--- config.mk ---
export PLATFORM = sky130hd
export DESIGN_NAME = dma_merge_flat
export DESIGN_NICKNAME = d
export VERILOG_FILES = /design/src/sv/dma_pkg.sv /design/src/sv/dma_if.sv /design/src/sv/dma_merge.sv /design/src/flat_wrapper.sv
export SDC_FILE = /design/constraint.sdc
export NUM_CORES = 1
export LEC_CHECK = 0
export ABC_AREA = 1
export ABC_CLOCK_PERIOD_IN_PS = 6800
export CORE_MARGIN = 2
export CORE_UTILIZATION = 40
export DETAILED_ROUTE_END_ITERATION = 10
export DONT_BUFFER_PORTS = 1
export GPL_TIMING_DRIVEN = 0
export HOLD_SLACK_MARGIN = 0.03
export PLACE_DENSITY = 0.54
export SYNTH_ARGS = -nofsm -noshare
export SYNTH_HDL_FRONTEND = slang
export SYNTH_SLANG_ARGS = --single-unit
--- constraint.sdc ---
create_clock -name clk -period 6.8 [get_ports clk]
set_input_delay 0.34 -clock clk [delete_from_list [all_inputs] [get_ports clk]]
set_output_delay 0.34 -clock clk [all_outputs]
set_load 0.02 [all_outputs]
--- src/sv/dma_pkg.sv ---
// Shared types and constants for the dual moving-average meter.
// No dependencies; every other file in sv/ refers to it by scoped names.
package dma_pkg;

    localparam int GAIN_BITS      = 11;
    localparam int OFFSET_BITS    = 8;
    localparam int VALUE_BITS     = 14;
    localparam int DIGIT_BITS     = 4;
    localparam int CFG_INDEX_BITS = 2;
    localparam int CFG_DATA_BITS  = 11;

    localparam logic [VALUE_BITS-1:0] VALUE_MAX = 14'd16383;
    localparam logic [DIGIT_BITS-1:0] DIGIT_MAX = 4'd9;

    // x / 1000 == (x * DIV_MUL) >> DIV_SHIFT, exact for x < 2^32
    localparam int                    DIV_MUL_BITS = 29;
    localparam int                    DIV_SHIFT    = 38;
    localparam logic [DIV_MUL_BITS-1:0] DIV_MUL    = 29'd274877907;

    // Reciprocals for the decimal split, exact for 14-bit values
    localparam logic [16:0] THOU_MUL   = 17'd16778;
    localparam int          THOU_SHIFT = 24;
    localparam int          THOU_BITS  = 5;
    localparam logic [16:0] HUND_MUL   = 17'd10486;
    localparam int          HUND_SHIFT = 20;
    localparam int          HUND_BITS  = 8;
    localparam logic [16:0] TENS_MUL   = 17'd52429;
    localparam int          TENS_SHIFT = 19;
    localparam int          TENS_BITS  = 11;

    typedef enum logic [CFG_INDEX_BITS-1:0] {
        REG_VOLT_GAIN   = 2'd0,
        REG_CURR_GAIN   = 2'd1,
        REG_CURR_OFFSET = 2'd2
    } cfg_reg_t;

    localparam logic [GAIN_BITS-1:0]   VOLT_GAIN_RESET   = 11'd1629;
    localparam logic [GAIN_BITS-1:0]   CURR_GAIN_RESET   = 11'd803;
    localparam logic [OFFSET_BITS-1:0] CURR_OFFSET_RESET = 8'd22;

    typedef struct packed {
        logic advance;
        logic fire;
    } ctrl_t;

    typedef struct packed {
        logic [VALUE_BITS-1:0] value;
        logic [DIGIT_BITS-1:0] thousands;
        logic [DIGIT_BITS-1:0] hundreds;
        logic [DIGIT_BITS-1:0] tens;
        logic [DIGIT_BITS-1:0] ones;
    } lane_res_t;

endpackage

--- src/sv/dma_if.sv ---


interface dma_out_if;
    logic                            valid;
    logic                            ready;
    logic [dma_pkg::VALUE_BITS-1:0]  volt_value;
    logic [dma_pkg::DIGIT_BITS-1:0]  volt_thousands;
    logic [dma_pkg::DIGIT_BITS-1:0]  volt_hundreds;
    logic [dma_pkg::DIGIT_BITS-1:0]  volt_tens;
    logic [dma_pkg::DIGIT_BITS-1:0]  volt_ones;
    logic [dma_pkg::VALUE_BITS-1:0]  curr_value;
    logic [dma_pkg::DIGIT_BITS-1:0]  curr_thousands;
    logic [dma_pkg::DIGIT_BITS-1:0]  curr_hundreds;
    logic [dma_pkg::DIGIT_BITS-1:0]  curr_tens;
    logic [dma_pkg::DIGIT_BITS-1:0]  curr_ones;

    modport source (
        output valid, volt_value, volt_thousands, volt_hundreds, volt_tens, volt_ones,
        output curr_value, curr_thousands, curr_hundreds, curr_tens, curr_ones,
        input  ready
    );
    modport sink (
        input  valid, volt_value, volt_thousands, volt_hundreds, volt_tens, volt_ones,
        input  curr_value, curr_thousands, curr_hundreds, curr_tens, curr_ones,
        output ready
    );
endinterface

--- src/sv/dma_merge.sv ---
// Pipeline control and result merge: joins both lanes into one result
// transaction behind an output register and a skid stage. Depends on dma_pkg, dma_if.
module dma_merge (
    input  logic               clk,
    input  logic               rst_n,
    input  logic               in_valid,
    input  logic               last_valid,
    input  dma_pkg::lane_res_t volt_res,
    input  dma_pkg::lane_res_t curr_res,
    output dma_pkg::ctrl_t     ctrl,
    dma_out_if.source          out_ch
);

    typedef struct packed {
        dma_pkg::lane_res_t volt;
        dma_pkg::lane_res_t curr;
    } item_t;

    logic  out_valid_reg, out_valid_next;
    logic  skid_valid_reg, skid_valid_next;
    item_t out_item_reg, out_item_next;
    item_t skid_item_reg, skid_item_next;
    item_t new_item;
    logic  incoming;
    logic  out_free;

    always_comb
    begin
        ctrl.advance = !skid_valid_reg;
        ctrl.fire    = in_valid && ctrl.advance;
        incoming     = last_valid && ctrl.advance;
        out_free     = !out_valid_reg || out_ch.ready;

        new_item.volt = volt_res;
        new_item.curr = curr_res;

        out_valid_next  = out_valid_reg;
        out_item_next   = out_item_reg;
        skid_valid_next = skid_valid_reg;
        skid_item_next  = skid_item_reg;
        if (out_free)
        begin
            if (skid_valid_reg)
            begin
                out_valid_next  = 1'b1;
                out_item_next   = skid_item_reg;
                skid_valid_next = 1'b0;
            end
            else
            begin
                out_valid_next = incoming;
                out_item_next  = new_item;
            end
        end
        else if (incoming)
        begin
            skid_valid_next = 1'b1;
            skid_item_next  = new_item;
        end
    end

    always_ff @(posedge clk or negedge rst_n)
    begin
        if (!rst_n)
        begin
            out_valid_reg  <= 1'b0;
            skid_valid_reg <= 1'b0;
        end
        else
        begin
            out_valid_reg  <= out_valid_next;
            skid_valid_reg <= skid_valid_next;
        end
    end

    always_ff @(posedge clk)
    begin
        out_item_reg  <= out_item_next;
        skid_item_reg <= skid_item_next;
    end

    assign out_ch.valid          = out_valid_reg;
    assign out_ch.volt_value     = out_item_reg.volt.value;
    assign out_ch.volt_thousands = out_item_reg.volt.thousands;
    assign out_ch.volt_hundreds  = out_item_reg.volt.hundreds;
    assign out_ch.volt_tens      = out_item_reg.volt.tens;
    assign out_ch.volt_ones      = out_item_reg.volt.ones;
    assign out_ch.curr_value     = out_item_reg.curr.value;
    assign out_ch.curr_thousands = out_item_reg.curr.thousands;
    assign out_ch.curr_hundreds  = out_item_reg.curr.hundreds;
    assign out_ch.curr_tens      = out_item_reg.curr.tens;
    assign out_ch.curr_ones      = out_item_reg.curr.ones;

`ifndef SYNTHESIS
    a_skid_behind_out: assert property (@(posedge clk) disable iff (!rst_n)
        skid_valid_reg |-> out_valid_reg)
        else $error("skid stage holds a result while the output register is empty");

    a_skid_cause: assert property (@(posedge clk) disable iff (!rst_n)
        $rose(skid_valid_reg) |-> $past(out_valid_reg && !out_ch.ready))
        else $error("skid stage filled without an output stall");

    a_no_drop: assert property (@(posedge clk) disable iff (!rst_n)
        out_valid_reg && !out_ch.ready && !skid_valid_reg && last_valid |=> skid_valid_reg)
        else $error("result leaving the pipeline was not captured");
`endif

endmodule

--- src/flat_wrapper.sv ---
// flat-port wrapper written by rule: the top's interface ports become plain ports
module dma_merge_flat 
  (clk, rst_n, in_valid, last_valid, volt_res, curr_res, ctrl, out_ch_valid, out_ch_volt_value, out_ch_volt_thousands, out_ch_volt_hundreds, out_ch_volt_tens, out_ch_volt_ones, out_ch_curr_value, out_ch_curr_thousands, out_ch_curr_hundreds, out_ch_curr_tens, out_ch_curr_ones, out_ch_ready);
  dma_out_if out_ch_i ();
  input  logic clk;
  input  logic rst_n;
  input  logic in_valid;
  input  logic last_valid;
  input  dma_pkg::lane_res_t volt_res;
  input  dma_pkg::lane_res_t curr_res;
  output dma_pkg::ctrl_t ctrl;
  output wire logic [$bits(out_ch_i.valid)-1:0] out_ch_valid;
  output wire logic [$bits(out_ch_i.volt_value)-1:0] out_ch_volt_value;
  output wire logic [$bits(out_ch_i.volt_thousands)-1:0] out_ch_volt_thousands;
  output wire logic [$bits(out_ch_i.volt_hundreds)-1:0] out_ch_volt_hundreds;
  output wire logic [$bits(out_ch_i.volt_tens)-1:0] out_ch_volt_tens;
  output wire logic [$bits(out_ch_i.volt_ones)-1:0] out_ch_volt_ones;
  output wire logic [$bits(out_ch_i.curr_value)-1:0] out_ch_curr_value;
  output wire logic [$bits(out_ch_i.curr_thousands)-1:0] out_ch_curr_thousands;
  output wire logic [$bits(out_ch_i.curr_hundreds)-1:0] out_ch_curr_hundreds;
  output wire logic [$bits(out_ch_i.curr_tens)-1:0] out_ch_curr_tens;
  output wire logic [$bits(out_ch_i.curr_ones)-1:0] out_ch_curr_ones;
  input wire logic [$bits(out_ch_i.ready)-1:0] out_ch_ready;
  assign out_ch_valid = out_ch_i.valid;
  assign out_ch_volt_value = out_ch_i.volt_value;
  assign out_ch_volt_thousands = out_ch_i.volt_thousands;
  assign out_ch_volt_hundreds = out_ch_i.volt_hundreds;
  assign out_ch_volt_tens = out_ch_i.volt_tens;
  assign out_ch_volt_ones = out_ch_i.volt_ones;
  assign out_ch_curr_value = out_ch_i.curr_value;
  assign out_ch_curr_thousands = out_ch_i.curr_thousands;
  assign out_ch_curr_hundreds = out_ch_i.curr_hundreds;
  assign out_ch_curr_tens = out_ch_i.curr_tens;
  assign out_ch_curr_ones = out_ch_i.curr_ones;
  assign out_ch_i.ready = out_ch_ready;
  dma_merge u_core (.clk(clk), .rst_n(rst_n), .in_valid(in_valid), .last_valid(last_valid), .volt_res(volt_res), .curr_res(curr_res), .ctrl(ctrl), .out_ch(out_ch_i));
endmodule
After elaboration in Yosys (flattened, before gate mapping) --
Index checks and enable logic that the tools add are counted.
Word-level totals: register bits 122, input bits 65, output and inout bits 63, logic and storage cells 34
Operators by class: multiplexer cells 4, bitwise logic cells 1, reduce and logical (&&, ||, !) cells 7
Operators with widths (count):
- 60-bit two-way mux | 1
- 1-bit two-way mux | 3
- 1-bit logical AND | 2
- 1-bit logical NOT | 2
- 2-bit AND reduction | 1
- 2-bit nonzero test | 1
- 1-bit logical OR | 1
- 1-bit inverter | 1

Depth between registers and ports, before layout --
depth in word-level cells 4, gate-level depth with buffers 5, mapped depth without buffers 3

Worst setup path after synthesis --
No wires, ideal clock.
path type register to register, from reg u_core.out_valid_reg (netlist: u_core.out_ch.valid), to reg u_core.skid_item_reg[0] (netlist name) (enable), setup time 479 ps, arrival 4554 ps, required time 6321 ps, slack 1767 ps, cell stages (with the launch flop) 3, path buffers 0, clock period less this slack 5033 ps, path through dfrtp_1 > nand2_1 > nor2_1
Between the ends: cells in the longest elaborated chain, start to end 4
Ends and longest elaborated chain:
- from (decl) | line dma_merge.sv:19 | logic out_valid_reg, out_valid_next;
- from (signal assigned) | line dma_merge.sv:71 | out_valid_reg <= out_valid_next;
- 1-bit logical NOT | line dma_merge.sv:32 | out_free = !out_valid_reg || out_ch.ready;
- 1-bit logical OR | line dma_merge.sv:32
- named net u_core.out_free | line dma_merge.sv:25 | logic out_free;
- 1-bit inverter (no line)
- 2-bit AND reduction (no line)
- to (signal assigned) | line dma_merge.sv:79 | skid_item_reg <= skid_item_next;
- to (decl) | line dma_merge.sv:22 | item_t skid_item_reg, skid_item_next;
The timed path passes the listed nets, and every way through them passes these cells. A chain may end at the register's enable or synchronous reset.

Final worst setup path --
from reg u_core.out_valid_reg (netlist: u_core.out_ch.valid), to reg u_core.skid_item_reg[56] (netlist name) (enable)
Same word-level chain as after synthesis.

==> out/results.env <==
RUN_STATUS='complete, no violations'
CP_CELL_SEQUENCE='nand2_4, nor2_4, buf_12'
TIMING.FINAL.MAX_SLEW_VIOLATIONS=0
FINALWIRELENGTH_MM=8.69
CRITICAL-PATH-SLOWEST-CELL='sky130_fd_sc_hd__nor2_4'
CLOCK.FMAX_GHz=0.421
SYNTHDISTINCTLIBCELLS=8
N_ANTENNA_CELL=0
DR_TOTAL_VIAS=2575
RSZ0062_AT_GRT='no'
CLOCK_SINKS=122
GRT_PASS1_VIAS=2653
CLK_LATENCY_PS=500
GLOBALROUTE.TOTALOVERFLOW=0
MET2_WIRELENGTH_MM=4.46
YS_SEQ_ELEMENTS=122
SETUP_VIOL=0
CRITPATHMAXSTAGEDELAY_PS=730
FINAL_LAYOUT_SIZE_SUFFIX_GT1_SHARE_PCT=11.4
DETAIL_ROUTE.FIRST_PASS.ITERATIONS=7
HPWLAFTERDP_MM=5.26
MAPPEDNETLISTAREA_MM2=0.00450
INITIAL_CORE_UTIL_PCT=41.3
FP.DIEW_UM=110
PEAKVDDDROP_uV=213
WORSTSETUPPATHTYPE='reg2reg'
CP.ARRIVAL_PS=2580
SYN-INSTANCE-COUNT=325
TOTAL_SWITCHING_POWER_W=0.000451
COMBINATIONAL_SHARE_OF_POWER_PCT=6.4
MOST-COMMON-LAYOUT-CELLS='sky130_fd_sc_hd__nand2_1 (182), sky130_fd_sc_hd__edfxtp_1 (120), sky130_fd_sc_hd__dlygate4sd3_1 (62)'
NUMBER_OF_PRIMARY_I_O_PINS=128
GRT_PASS1_WL_MM=13.4
ROUTEDLENGTHMET1_MM=3.63
PLACE_CONGESTION=0.685
CLK_ROOT_BUFFER_CELL='sky130_fd_sc_hd__clkbuf_8'
SHARE_OF_THE_CLOCK_PERIOD_USED_BY_THE_WORST_PATH_AFTER_LAYOUT_PCT=34.9
TIMING.CRITICAL_PATH.REQUIRED_PS=7000
CTS-BUFFERS-INSERTED=17
LARGEST_REGISTER_FFS=60
CHIPHEIGHT_UM=110
YS_WARN_COUNT=0
DRT-WIRELENGTH-PER-CELL_UM=15.5
SW_FRAC_OF_TOTAL_PCT=23.1
LAYOUT.CELLS.MOST_COMMON='sky130_fd_sc_hd__nand2_1'
GRT_MAX_DEGREE=64
PLACEMENT.IO_BUFFERS=0
FINAL_CELL_AREA_MM2=0.00593
PLACEMENT_ROWS=38
AREA_DELTA_SYNTH_FINAL_PCT=31.8
SYNTH_NETS=390
FILLERS=894
FIRST_ITER_VIOLATIONS=156
SYNTH-SEQ-AREA-SHARE_PCT=81.3
FIN_WORST_SKEW_PS=4.93
CRITPATHLAUNCHTYPE='flip-flop'
GRT.TOTAL_USAGE_PCT=15.4
DRT-VIAS-PER-INSTANCE=4.59
POWER.SHARE.CLOCK_PCT=44.1
TIMING_WORST_SLEW_PIN_VALUE_PS=894
HTREE_NUM_LEVELS=4
CLOCK_TREE_FROM_TRITONCTS='yes'
NUM-NETS-FINAL=473
POSTPLACECELLAREA_MM2=0.00473
DRC_ERRORS=0
SEQ_POWER_SHARE_PCT=49.5
WHS_PS=69.6
WORST_SLEW_MARGIN_REL_PCT=40.4
CLOCK_BUFFER_DEPTH=2
MIN_PERIOD_PS=2380
HOLDCRITPATHCLASS='in2async'
TOP_LAYER_USED='met4'
DR_WL_MET3_UM=477
DIE_AREA_MM2=0.0121
P_INT_W=0.00150
GRT_ANTENNA_BEFORE_REPAIR=0
POWER.DENSITY_CELL_AREA_mW_PER_MM2=330
CTS.REPORTEDPATHS.CLKPINSLEW_PS=60
LEAKAGE_nW=2.36
WORSTPATHMAXFANOUT=63
POSTSYNTHAREAPERCELL_UM2=13.8
TIMING.MAX_CAP.VIOLATIONS=0
HOLD_VIOL_FINAL=0
DETAIL-ROUTE-ANTENNA-NETS=0
NATURE_OF_THE_CRITICAL_PATH_ENDPOINT='flip-flop'
FP.COREAREA_MM2=0.0109
-- final cells by class --
| type | count | area [um^2] | area share (%) |
|---|---|---|---|
| flip-flops and latches | 122 | 3650 | 61.7 |
| multi-input cells | 187 | 717 | 12.1 |
| inverters | 3 | 16.3 | 0.274 |
| clock inverters | 15 | 158 | 2.66 |
| well taps | 140 | 175 | 2.96 |
| clock buffers | 17 | 414 | 6.99 |
| repair buffers | 64 | 668 | 11.3 |
| plain buffers | 13 | 124 | 2.09 |
-- worst paths after layout --
kind                       slack (ps)                      endpoint  cells after the start               startpoint
setup / recovery                 4420      u_core.skid_item_reg[56]                      3      u_core.out_ch.valid
hold / removal                     70         u_core.skid_valid_reg                      1                    rst_n
setup reg to reg                 4420      u_core.skid_item_reg[56]                      3      u_core.out_ch.valid
hold reg to reg                   510    u_core.out_ch.curr_tens[2]                      2  u_core.skid_item_reg[6]
max in group asynchronous        6600           u_core.out_ch.valid                      1                    rst_n
min in group clk                   70  u_core.out_ch.volt_value[13]                      2             volt_res[29]
-- cells in the mapped netlist --
| library cell | instances | area [um^2] |
|---|---|---|
| sky130_fd_sc_hd__nor2_1 | 4 | 15.0 |
| sky130_fd_sc_hd__nand2_1 | 183 | 687 |
| sky130_fd_sc_hd__dfrtp_1 | 2 | 50.1 |
| sky130_fd_sc_hd__buf_4 | 6 | 45.0 |
| sky130_fd_sc_hd__inv_6 | 1 | 8.76 |
| sky130_fd_sc_hd__inv_1 | 2 | 7.51 |
| sky130_fd_sc_hd__buf_6 | 7 | 78.8 |
| sky130_fd_sc_hd__edfxtp_1 | 120 | 3600 |
-- power by group through the flow --
stage               logic (W)  clock network, W  registers [W]
CTS                  0.000127          0.000883       0.000969
finish               0.000125          0.000862       0.000967
detailed placement  0.0000932                 0       0.000984
floorplan           0.0000665                 0       0.000978
global placement    0.0000853                 0       0.000988
global route         0.000143          0.000919       0.000973
-- per-stage QoR --
step | total power, W | cells | utilization [%] | setup TNS [ps] | setup slack (ps)
finish | 0.00195 | 561 | 54.4 | 0 | 4420
global route | 0.00204 | 561 | 54.4 | 0 | 4260
CTS | 0.00198 | 561 | 54.4 | 0 | 4350
detailed placement | 0.00108 | 467 | 43.5 | 0 | 4360
global placement | 0.00107 | 465 | 42.9 | -21880 | -368
floorplan | 0.00104 | 325 | - | 0 | 1770
-- what timing repair did --
item | in CTS | in global routing
hold buffers | 62 | 0
gates resized for setup | 0 | 0
hold endpoints to repair | 123 | 0
buffers inserted | 0 | 0
-- cell families after synthesis --
group / after synthesis / synth area share, %
and+or+nand+nor: 187 / 15.6
DFF: 122 / 81.3
buffers and inverters: 16 / 3.12
-- critical path: cells and delay by family, from the launching register on --
kind	cells	cell delay, ps
simple gates	2	1270
flops	1	510
buf+inv	1	270
-- layer usage --
layer	track usage, %	vias up
met1	17.9	1208
met5	0	-
li1	-	1277
met2	24.6	80
met3	5.88	10
met4	8.41	0
Note: power is estimated with default switching activity, not from simulation.
