--- src/sv/dma_pkg.sv ---
// Shared types and constants for the dual moving-average meter.
// No dependencies; every other file in sv/ refers to it by scoped names.
package dma_pkg;

    localparam int GAIN_BITS      = 11;
    localparam int OFFSET_BITS    = 8;
    localparam int VALUE_BITS     = 14;
    localparam int DIGIT_BITS     = 4;
    localparam int CFG_INDEX_BITS = 2;
    localparam int CFG_DATA_BITS  = 11;

    localparam logic [VALUE_BITS-1:0] VALUE_MAX = 14'd16383;
    localparam logic [DIGIT_BITS-1:0] DIGIT_MAX = 4'd9;

    // x / 1000 == (x * DIV_MUL) >> DIV_SHIFT, exact for x < 2^32
    localparam int                    DIV_MUL_BITS = 29;
    localparam int                    DIV_SHIFT    = 38;
    localparam logic [DIV_MUL_BITS-1:0] DIV_MUL    = 29'd274877907;

    // Reciprocals for the decimal split, exact for 14-bit values
    localparam logic [16:0] THOU_MUL   = 17'd16778;
    localparam int          THOU_SHIFT = 24;
    localparam int          THOU_BITS  = 5;
    localparam logic [16:0] HUND_MUL   = 17'd10486;
    localparam int          HUND_SHIFT = 20;
    localparam int          HUND_BITS  = 8;
    localparam logic [16:0] TENS_MUL   = 17'd52429;
    localparam int          TENS_SHIFT = 19;
    localparam int          TENS_BITS  = 11;

    typedef enum logic [CFG_INDEX_BITS-1:0] {
        REG_VOLT_GAIN   = 2'd0,
        REG_CURR_GAIN   = 2'd1,
        REG_CURR_OFFSET = 2'd2
    } cfg_reg_t;

    localparam logic [GAIN_BITS-1:0]   VOLT_GAIN_RESET   = 11'd1629;
    localparam logic [GAIN_BITS-1:0]   CURR_GAIN_RESET   = 11'd803;
    localparam logic [OFFSET_BITS-1:0] CURR_OFFSET_RESET = 8'd22;

    typedef struct packed {
        logic advance;
        logic fire;
    } ctrl_t;

    typedef struct packed {
        logic [VALUE_BITS-1:0] value;
        logic [DIGIT_BITS-1:0] thousands;
        logic [DIGIT_BITS-1:0] hundreds;
        logic [DIGIT_BITS-1:0] tens;
        logic [DIGIT_BITS-1:0] ones;
    } lane_res_t;

endpackage

--- src/sv/dma_lane.sv ---
// One measurement lane: ring buffer, running sum, average, gain, offset and
// decimal split as an eight-stage pipeline. Depends on dma_pkg.
module dma_lane #(
    parameter int WINDOW_DEPTH = 128,
    parameter int SAMPLE_BITS  = 12
) (
    input  logic                                clk,
    input  logic                                rst_n,
    input  dma_pkg::ctrl_t                      ctrl,
    input  logic [SAMPLE_BITS-1:0]              sample,
    input  logic [dma_pkg::GAIN_BITS-1:0]       gain,
    input  logic [dma_pkg::OFFSET_BITS-1:0]     offset,
    output logic                                last_valid,
    output dma_pkg::lane_res_t                  res
);

    localparam int SLOT_BITS = $clog2(WINDOW_DEPTH);
    localparam int SUM_BITS  = SAMPLE_BITS + SLOT_BITS;
    localparam int AVG_SHIFT = SUM_BITS + SLOT_BITS;
    localparam int AVG_WIDE  = 2 * SUM_BITS + 1;
    localparam longint unsigned AVG_MUL_FULL =
        ((64'd1 << AVG_SHIFT) + 64'(WINDOW_DEPTH) - 64'd1) / 64'(WINDOW_DEPTH);
    localparam logic [SUM_BITS:0] AVG_MUL = AVG_MUL_FULL[SUM_BITS:0];
    localparam int PROD_BITS = SAMPLE_BITS + dma_pkg::GAIN_BITS;
    localparam int QUOT_WIDE = PROD_BITS + dma_pkg::DIV_MUL_BITS;
    localparam int QUOT_BITS = QUOT_WIDE - dma_pkg::DIV_SHIFT;
    localparam int VB        = dma_pkg::VALUE_BITS;
    localparam int STAGES    = 8;
    localparam logic [SLOT_BITS-1:0] LAST_SLOT = SLOT_BITS'(WINDOW_DEPTH - 1);

    // control state
    logic [SLOT_BITS-1:0] slot_reg, slot_next;
    logic                 filled_reg, filled_next;
    logic [STAGES-1:0]    valid_reg, valid_next;
    logic [SUM_BITS-1:0]  sum_reg, sum_next;

    // ring buffer
    logic [SAMPLE_BITS-1:0] window_mem [WINDOW_DEPTH];
    logic [SAMPLE_BITS-1:0] old_reg;

    // pipeline payload
    logic [SAMPLE_BITS-1:0]         s1_new_reg;
    logic                           s1_filled_reg;
    logic [SUM_BITS-1:0]            s2_sum_reg;
    logic [SAMPLE_BITS-1:0]         s3_avg_reg;
    logic [PROD_BITS-1:0]           s4_prod_reg;
    logic [QUOT_BITS-1:0]           s5_quot_reg;
    logic [VB-1:0]                  s6_val_reg;
    logic [VB-1:0]                  s7_val_reg;
    logic [dma_pkg::THOU_BITS-1:0]  s7_thou_reg;
    logic [dma_pkg::HUND_BITS-1:0]  s7_hund_reg;
    logic [dma_pkg::TENS_BITS-1:0]  s7_tens_reg;
    dma_pkg::lane_res_t             res_reg;

    // combinational stage logic
    logic [SAMPLE_BITS-1:0]         old_val;
    logic [SUM_BITS-1:0]            sum_upd;
    logic [AVG_WIDE-1:0]            avg_wide;
    logic [PROD_BITS-1:0]           prod;
    logic [QUOT_WIDE-1:0]           quot_wide;
    logic [VB-1:0]                  sat_val;
    logic [VB-1:0]                  off_val;
    logic [31:0]                    thou_wide, hund_wide, tens_wide;
    logic [dma_pkg::HUND_BITS-1:0]  hund_rem;
    logic [dma_pkg::TENS_BITS-1:0]  tens_rem;
    logic [VB-1:0]                  ones_rem;
    dma_pkg::lane_res_t             res_new;

    // Read-first: the slot's old sample comes out as the new one goes in.
    always_ff @(posedge clk)
    begin
        if (ctrl.fire)
        begin
            old_reg              <= window_mem[slot_reg];
            window_mem[slot_reg] <= sample;
        end
    end

    always_comb
    begin
        // until the first pass completes, slots not yet written count as zero
        old_val = s1_filled_reg ? old_reg : '0;
        sum_upd = sum_reg + SUM_BITS'(s1_new_reg) - SUM_BITS'(old_val);

        slot_next   = slot_reg;
        filled_next = filled_reg;
        if (ctrl.fire)
        begin
            if (slot_reg == LAST_SLOT)
            begin
                slot_next   = '0;
                filled_next = 1'b1;
            end
            else
            begin
                slot_next = slot_reg + 1'b1;
            end
        end

        valid_next = valid_reg;
        sum_next   = sum_reg;
        if (ctrl.advance)
        begin
            valid_next = {valid_reg[STAGES-2:0], ctrl.fire};
            if (valid_reg[0])
            begin
                sum_next = sum_upd;
            end
        end
    end

    always_comb
    begin
        avg_wide  = AVG_WIDE'(s2_sum_reg) * AVG_WIDE'(AVG_MUL);
        prod      = PROD_BITS'(s3_avg_reg) * PROD_BITS'(gain);
        quot_wide = QUOT_WIDE'(s4_prod_reg) * QUOT_WIDE'(dma_pkg::DIV_MUL);

        if (32'(s5_quot_reg) > 32'(dma_pkg::VALUE_MAX))
        begin
            sat_val = dma_pkg::VALUE_MAX;
        end
        else
        begin
            sat_val = VB'(s5_quot_reg);
        end
        off_val = (sat_val > VB'(offset)) ? sat_val - VB'(offset) : '0;

        thou_wide = 32'(s6_val_reg) * 32'(dma_pkg::THOU_MUL);
        hund_wide = 32'(s6_val_reg) * 32'(dma_pkg::HUND_MUL);
        tens_wide = 32'(s6_val_reg) * 32'(dma_pkg::TENS_MUL);

        hund_rem = s7_hund_reg - dma_pkg::HUND_BITS'(s7_thou_reg) * 8'd10;
        tens_rem = s7_tens_reg - dma_pkg::TENS_BITS'(s7_hund_reg) * 11'd10;
        ones_rem = s7_val_reg - VB'(s7_tens_reg) * 14'd10;

        res_new.value     = s7_val_reg;
        // value tops out at 16383, so the thousands count stays below 20
        res_new.thousands = (s7_thou_reg >= 5'd10)
                            ? dma_pkg::DIGIT_BITS'(s7_thou_reg - 5'd10)
                            : dma_pkg::DIGIT_BITS'(s7_thou_reg);
        res_new.hundreds  = dma_pkg::DIGIT_BITS'(hund_rem);
        res_new.tens      = dma_pkg::DIGIT_BITS'(tens_rem);
        res_new.ones      = dma_pkg::DIGIT_BITS'(ones_rem);
    end

    always_ff @(posedge clk or negedge rst_n)
    begin
        if (!rst_n)
        begin
            slot_reg   <= '0;
            filled_reg <= 1'b0;
            valid_reg  <= '0;
            sum_reg    <= '0;
        end
        else
        begin
            slot_reg   <= slot_next;
            filled_reg <= filled_next;
            valid_reg  <= valid_next;
            sum_reg    <= sum_next;
        end
    end

    always_ff @(posedge clk)
    begin
        if (ctrl.advance)
        begin
            s1_new_reg    <= sample;
            s1_filled_reg <= filled_reg;
            s2_sum_reg    <= sum_upd;
            s3_avg_reg    <= avg_wide[AVG_SHIFT +: SAMPLE_BITS];
            s4_prod_reg   <= prod;
            s5_quot_reg   <= quot_wide[dma_pkg::DIV_SHIFT +: QUOT_BITS];
            s6_val_reg    <= off_val;
            s7_val_reg    <= s6_val_reg;
            s7_thou_reg   <= thou_wide[dma_pkg::THOU_SHIFT +: dma_pkg::THOU_BITS];
            s7_hund_reg   <= hund_wide[dma_pkg::HUND_SHIFT +: dma_pkg::HUND_BITS];
            s7_tens_reg   <= tens_wide[dma_pkg::TENS_SHIFT +: dma_pkg::TENS_BITS];
            res_reg       <= res_new;
        end
    end

    assign last_valid = valid_reg[STAGES-1];
    assign res        = res_reg;

`ifndef SYNTHESIS
    a_filled_sticky: assert property (@(posedge clk) disable iff (!rst_n)
        filled_reg |=> filled_reg)
        else $error("ring buffer fill flag dropped");

    a_wrap: assert property (@(posedge clk) disable iff (!rst_n)
        ctrl.fire && slot_reg == LAST_SLOT |=> filled_reg && slot_reg == '0)
        else $error("write slot did not wrap into a full window");

    a_digits: assert property (@(posedge clk) disable iff (!rst_n)
        valid_reg[STAGES-1] |-> res_reg.thousands <= dma_pkg::DIGIT_MAX
            && res_reg.hundreds <= dma_pkg::DIGIT_MAX
            && res_reg.tens <= dma_pkg::DIGIT_MAX
            && res_reg.ones <= dma_pkg::DIGIT_MAX)
        else $error("decimal digit out of range");
`endif

endmodule

--- config.mk ---
export PLATFORM = sky130hd
export DESIGN_NAME = dma_lane
export DESIGN_NICKNAME = d
export VERILOG_FILES = /design/src/sv/dma_pkg.sv /design/src/sv/dma_lane.sv
export SDC_FILE = /design/constraint.sdc
export NUM_CORES = 2
export LEC_CHECK = 0
export BUFFER_PORTS_ARGS = -buffer_cell sky130_fd_sc_hd__buf_2
export CAP_MARGIN = 5
export CORE_UTILIZATION = 40
export CTS_CLUSTER_SIZE = 20
export DETAILED_ROUTE_END_ITERATION = 10
export GPL_TIMING_DRIVEN = 0
export SLEW_MARGIN = 20
export SYNTH_ARGS = -nofsm -noshare
export SYNTH_HDL_FRONTEND = slang
export SYNTH_SLANG_ARGS = --single-unit
export TNS_END_PERCENT = 50
--- constraint.sdc ---
create_clock -name clk -period 10.9 [get_ports clk]
set_input_delay 1.635 -clock clk [delete_from_list [all_inputs] [get_ports clk]]
set_output_delay 1.635 -clock clk [all_outputs]
set_load 0.02 [all_outputs]
Yosys cells after proc, flatten, opt, wreduce, memory -nomap -nowiden
Memory sizes are Yosys's and may differ from the RTL's. A register that Yosys moved wholly into a read port is not among the register bits.
Index checks and enable logic that the tools add are counted.
{"block": "op_classes", "addsub": 8, "multipliers": 8, "magnitude_cmp": 2, "eq_ne": 1, "n_mux": 5, "reduce_logical": 2}
{"cell": "$mul 23x29->52 const B", "count": 1}
{"cell": "$mul 14x16->30 const B", "count": 1}
{"cell": "$mul 14x14->28 const B", "count": 1}
{"cell": "$mul 14x13->27 const B", "count": 1}
{"cell": "$mul 12x11->23", "count": 1}
{"cell": "$add 19x12->19", "count": 1}
{"cell": "$sub 19x12->19", "count": 1}
{"cell": "$gt 14x8->1", "count": 1}
{"cell": "$sub 14x8->14", "count": 1}
{"cell": "$mux 12", "count": 1}
{"cell": "$sub 4x4->4", "count": 3}
{"cell": "$mul 11x3->3 const B", "count": 1}
{"cell": "$mul 8x3->3 const B", "count": 1}
{"cell": "$add 7x1->7 const B", "count": 1}
{"cell": "$eq 7x7->1 const B", "count": 1}
{"cell": "$mux 7", "count": 1}
{"cell": "$ge 5x4->1 const B", "count": 1}
{"cell": "$mul 5x3->3 const B", "count": 1}
{"cell": "$mux 4", "count": 1}
{"cell": "$reduce_and 2->1", "count": 2}
{"cell": "$sub 4x4->4 const B", "count": 1}
{"cell": "$mux 1", "count": 2}
{"block": "word_totals", "ff_bits": 198, "mem_bits_rw": 1536, "input_bits": 35, "n_memories": 1}
{"memory": "window_mem", "depth": 128, "word_bits": 12, "rd": 1, "rd_clocked_by_memory_dff": 1, "wr": 1, "line_no": "dma_lane.sv:38", "text": "logic [SAMPLE_BITS-1:0] window_mem [WINDOW_DEPTH];"}

Depth between registers and ports, before layout
{"block": "logic_depth", "ltp_word": 2, "depth_mapped": 25, "ltp_nobuf": 25}

Worst setup path before layout
OpenSTA, ideal clock, no wires.
{"block": "synth_timing", "kind": "in2reg", "start": "input port gain[2] in the netlist's numbering", "end": "register s4_prod_reg[20] (data pin)", "setup_ns": 0.258, "arrival_ns": 6.604, "slack_ns": 4.039, "stages": 22, "n_path_buf": 1, "path_cell_list": "clkbuf_1 > nand2_1 > fa_1 > inv_1 > fa_1 > inv_1 > fa_1 > inv_1 > fa_1 > inv_1 > fa_1 > inv_1 > ha_1 > a2111o_1 > o21ai_1 > a211oi_1 > o2111ai_1 > a41oi_1 > a311oi_1 > a21oi_1 > nor2_1 > xnor2_1"}
{"block": "synth_between", "elab_chain_cells": 1}
{"item": "from (decl)", "line_no": "dma_lane.sv:11", "text": "input logic [dma_pkg::GAIN_BITS-1:0] gain,"}
{"item": "$mul 12x11->23", "line_no": "dma_lane.sv:115", "text": "prod = PROD_BITS'(s3_avg_reg) * PROD_BITS'(gain);"}
{"item": "named net prod[20]", "line_no": "dma_lane.sv:59", "text": "logic [PROD_BITS-1:0] prod;"}
{"item": "to (signal assigned)", "line_no": "dma_lane.sv:172", "text": "s4_prod_reg <= prod;"}
{"item": "to (decl)", "line_no": "dma_lane.sv:46", "text": "logic [PROD_BITS-1:0] s4_prod_reg;"}
The timed path passes the listed nets, and every way through them passes these cells.
A chain may end at the register's enable or synchronous reset.

Worst setup path after layout
{"block": "layout_timing", "start": "register s4_prod_reg[12]", "end": "register s5_quot_reg[7] (data pin)"}
{"block": "layout_between", "elab_chain_cells": 1}
{"item": "$mul 23x29->52", "line_no": "dma_lane.sv:116", "text": "quot_wide = QUOT_WIDE'(s4_prod_reg) * QUOT_WIDE'(dma_pkg::DIV_MUL);"}
{"item": "named net quot_wide[45]", "line_no": "dma_lane.sv:60", "text": "logic [QUOT_WIDE-1:0] quot_wide;"}
{"item": "to (signal assigned)", "line_no": "dma_lane.sv:173", "text": "s5_quot_reg <= quot_wide[dma_pkg::DIV_SHIFT +: QUOT_BITS];"}
{"item": "to (decl)", "line_no": "dma_lane.sv:47", "text": "logic [QUOT_BITS-1:0] s5_quot_reg;"}
The timed path passes the listed nets, and every way through them passes these cells.

==> flow_metrics.env <==
export IMPL_status="completed"
export IMPL_hold_violations=0
export IMPL_period_needed_ps=7240
export IMPL_areaGrowthSynthToFinish_pct=13.1
export IMPL_grt_pass1_wl_um=473000
export IMPL_die_x_um=474
export IMPL_yosys_warnings=0
export IMPL_drive_gt1_share_pct=15.7
export IMPL_drt_initial_drc_count=8362
export IMPL_worstPathMaxFanout=8
export IMPL_cts_repair_resized=0
export IMPL_cts_hold_buf=0
export IMPL_final_nets=7421
export IMPL_fp_row_count=172
export IMPL_worst_slew_pin_slew_ps=1350
export IMPL_setup_viol=0
export IMPL_slew_headroom_pct=9.91
export IMPL_root_buffer="clkbuf_16"
export IMPL_synth_edff_count=1692
export IMPL_clock_skew_ps=91.9
export IMPL_dieArea_mm2=0.224
export IMPL_path_buf_inv=4
export IMPL_clk_pin_slew_ps=70
export IMPL_design_area_mm2=0.101
export IMPL_antenna_found_initial=43
export IMPL_core_area_mm2=0.220
export IMPL_tritoncts="built"
export IMPL_syn_inst=6040
export IMPL_ys_seq_elements=1727
export IMPL_crit_path_start_kind="register"
export IMPL_drt_total_wl_um=352000
export IMPL_cts_buffers=180
export IMPL_io_pins=66
export IMPL_fmax_ghz=0.138
export IMPL_first_global_vias=56400
export IMPL_hold_worst_slack_ps=402
export IMPL_avgRoutedWirePerCell_um=37.0
export IMPL_hold_path_class="reg2reg"
export IMPL_critical_path_class="reg2reg"
export IMPL_largest_reg_flops=1536
export IMPL_synthesis_nets=7082
export IMPL_synth_most_common_cell="edfxtp_1"
export IMPL_cts_max_level=4
export IMPL_fin_cells=9497
export IMPL_cp_arrival_ps=7820
export IMPL_yosysSeqAreaShare_pct=58.1
export IMPL_clkLatencyLatePin_ps=900
export IMPL_place_hpwl_um=242000
export IMPL_grt_overflow=0
export IMPL_rsz0062_at_grt="false"
export IMPL_cts_setup_buffers=0
export IMPL_synth_top_cell_area_share_pct=57.1
export IMPL_first_pass_iters=6
export IMPL_cap_violations=0
export IMPL_cp_required_ps=11490
export IMPL_cpPeakStageDelay_ps=760
export IMPL_vias=57600
export IMPL_clk_path_buf_depth=3
export IMPL_finalMaxSlewViolations=0
export IMPL_syn_avg_cell_area_um2=14.7
export IMPL_cpMaxStageDelayCell="edfxtp_1"
export IMPL_path_common_cell="fa_1"
export IMPL_cpLargestDelayFamily="adder cells"
export IMPL_finalSetupTns_ps=0
export IMPL_clkSinkCount=1727
export IMPL_synth_top_area_cell="edfxtp_1"
export IMPL_port_buffers=65
export IMPL_worstPathCellList="inv_1 -> ha_1 -> fa_1 -> fa_1 -> inv_1 -> fa_1 -> fa_1 -> fa_1 -> inv_1 -> fa_1 -> inv_1 -> ha_1 -> a21oi_1 -> o21ai_0 -> a221o_1 -> a2bb2oi_1 -> nand4_1 -> a21oi_1 -> o211ai_1 -> a31oi_1 -> xnor2_1"
export IMPL_drc=0
export IMPL_grt_usage_pct=31.3
export IMPL_initial_core_util_pct=40.4
export IMPL_grt_max_degree=89
export IMPL_die_h_um=474
export IMPL_postSynth_asyncResetShare_pct=2.03
export IMPL_synth_cell_types=83
export IMPL_synth_area_leaders="edfxtp_1 57%, fa_1 9.7%, ha_1 8.1%"
export IMPL_ant_nets=0
export IMPL_syn_area_mm2=0.0889
export IMPL_endpoint_kind="register"
export IMPL_synth_ff_type="edfxtp_1"
export IMPL_ys_top_cells_by_count="1692 x edfxtp_1, 780 x inv_1, 576 x ha_1, 431 x fa_1, 333 x nor2_1"
export IMPL_dp_cells=9155
export IMPL_vias_per_cell=6.07
export IMPL_dpl_cell_area_mm2=0.0950
export IMPL_period_share_pct=66.4
export IMPL_gp_congestion=1.08
## per-layer routing
metal  up-vias  wire (um)  track usage (%)
met4        31      24700             18.6
met5         -        305                0
met1     29700     132000             39.6
met3      1049      42600             10.7
li1      22900          -                -
met2      3949     152000             46.5
## layout make-up
type                            instances  area, um2
Fill cell                           19600     120000
Sequential cell                      1727      51700
Multi-Input combinational cell       3276      33300
Clock buffer                          225       4700
Tap cell                             2958       3700
Inverter                              783       2940
Timing Repair Buffer                  157       1870
Buffer                                254       1430
Clock inverter                         97        887
Antenna cell                           20       50.0
## layout by cell type (no fill, tap or decap), types with 16 or more instances in the layout
cell type,synthesis,final
a211oi_1,25,25
a21o_1,43,43
a21oi_1,223,223
a221oi_1,166,166
a22o_1,30,30
a22oi_1,45,45
a31oi_1,17,17
and2_1,73,73
buf_16,0,16
buf_2,79,143
buf_4,41,46
buf_6,19,64
buf_8,2,36
clkbuf_1,97,104
clkbuf_16,0,180
clkbuf_2,1,37
clkinv_1,0,29
clkinv_2,0,37
dfrtp_1,35,35
diode_2,0,20
edfxtp_1,1692,1692
fa_1,431,431
ha_1,576,576
inv_1,780,780
mux2_2,84,84
mux2i_1,147,147
mux4_2,171,171
nand2_1,300,300
nand3_1,39,39
nand4_1,18,18
nor2_1,333,201
nor2_2,4,125
nor2b_1,19,19
nor3_1,33,30
o211ai_1,25,25
o21ai_0,152,152
o221ai_1,17,17
o22ai_1,39,39
xnor2_1,62,62
xor2_1,25,25
## kinds of logic after synthesis
family                   count (synthesis)  synth area share (%)
flip-flops                            1727                  58.1
multiplexers                           403                  7.08
adder cells (fa/ha/maj)               1007                  17.8
AND/OR/NAND/NOR                        869                  4.26
AO/OA/AOI/OAI                          910                  7.05
XOR/XNOR                                87                 0.857
buffers and inverters                 1037                  4.85
## path summary, 6_finish.rpt
kind                                  from        endpoint  slack, ps  depth (start not counted)
setup reg to reg           s4_prod_reg[12]  s5_quot_reg[7]       3660                         21
max in group asynchronous            rst_n     sum_reg[13]       9630                          1
setup / recovery           s4_prod_reg[12]  s5_quot_reg[7]       3660                         21
hold / removal              s2_sum_reg[14]   s3_avg_reg[7]        400                          0
hold reg to reg             s2_sum_reg[14]   s3_avg_reg[7]        400                          0
min in group asynchronous            rst_n     slot_reg[4]        770                          1
## metrics by stage
stage | setup slack, ps | util [%]
floorplan | 4040 | -
global placement | 3260 | 42.2
detailed placement | 3210 | 43.1
CTS | 3670 | 45.6
global route | 3290 | 45.6
finish | 3660 | 45.7
Power is left out: the tool's default activity adds up to more than one toggle a clock period on the data nets, which glitch-free logic cannot reach.
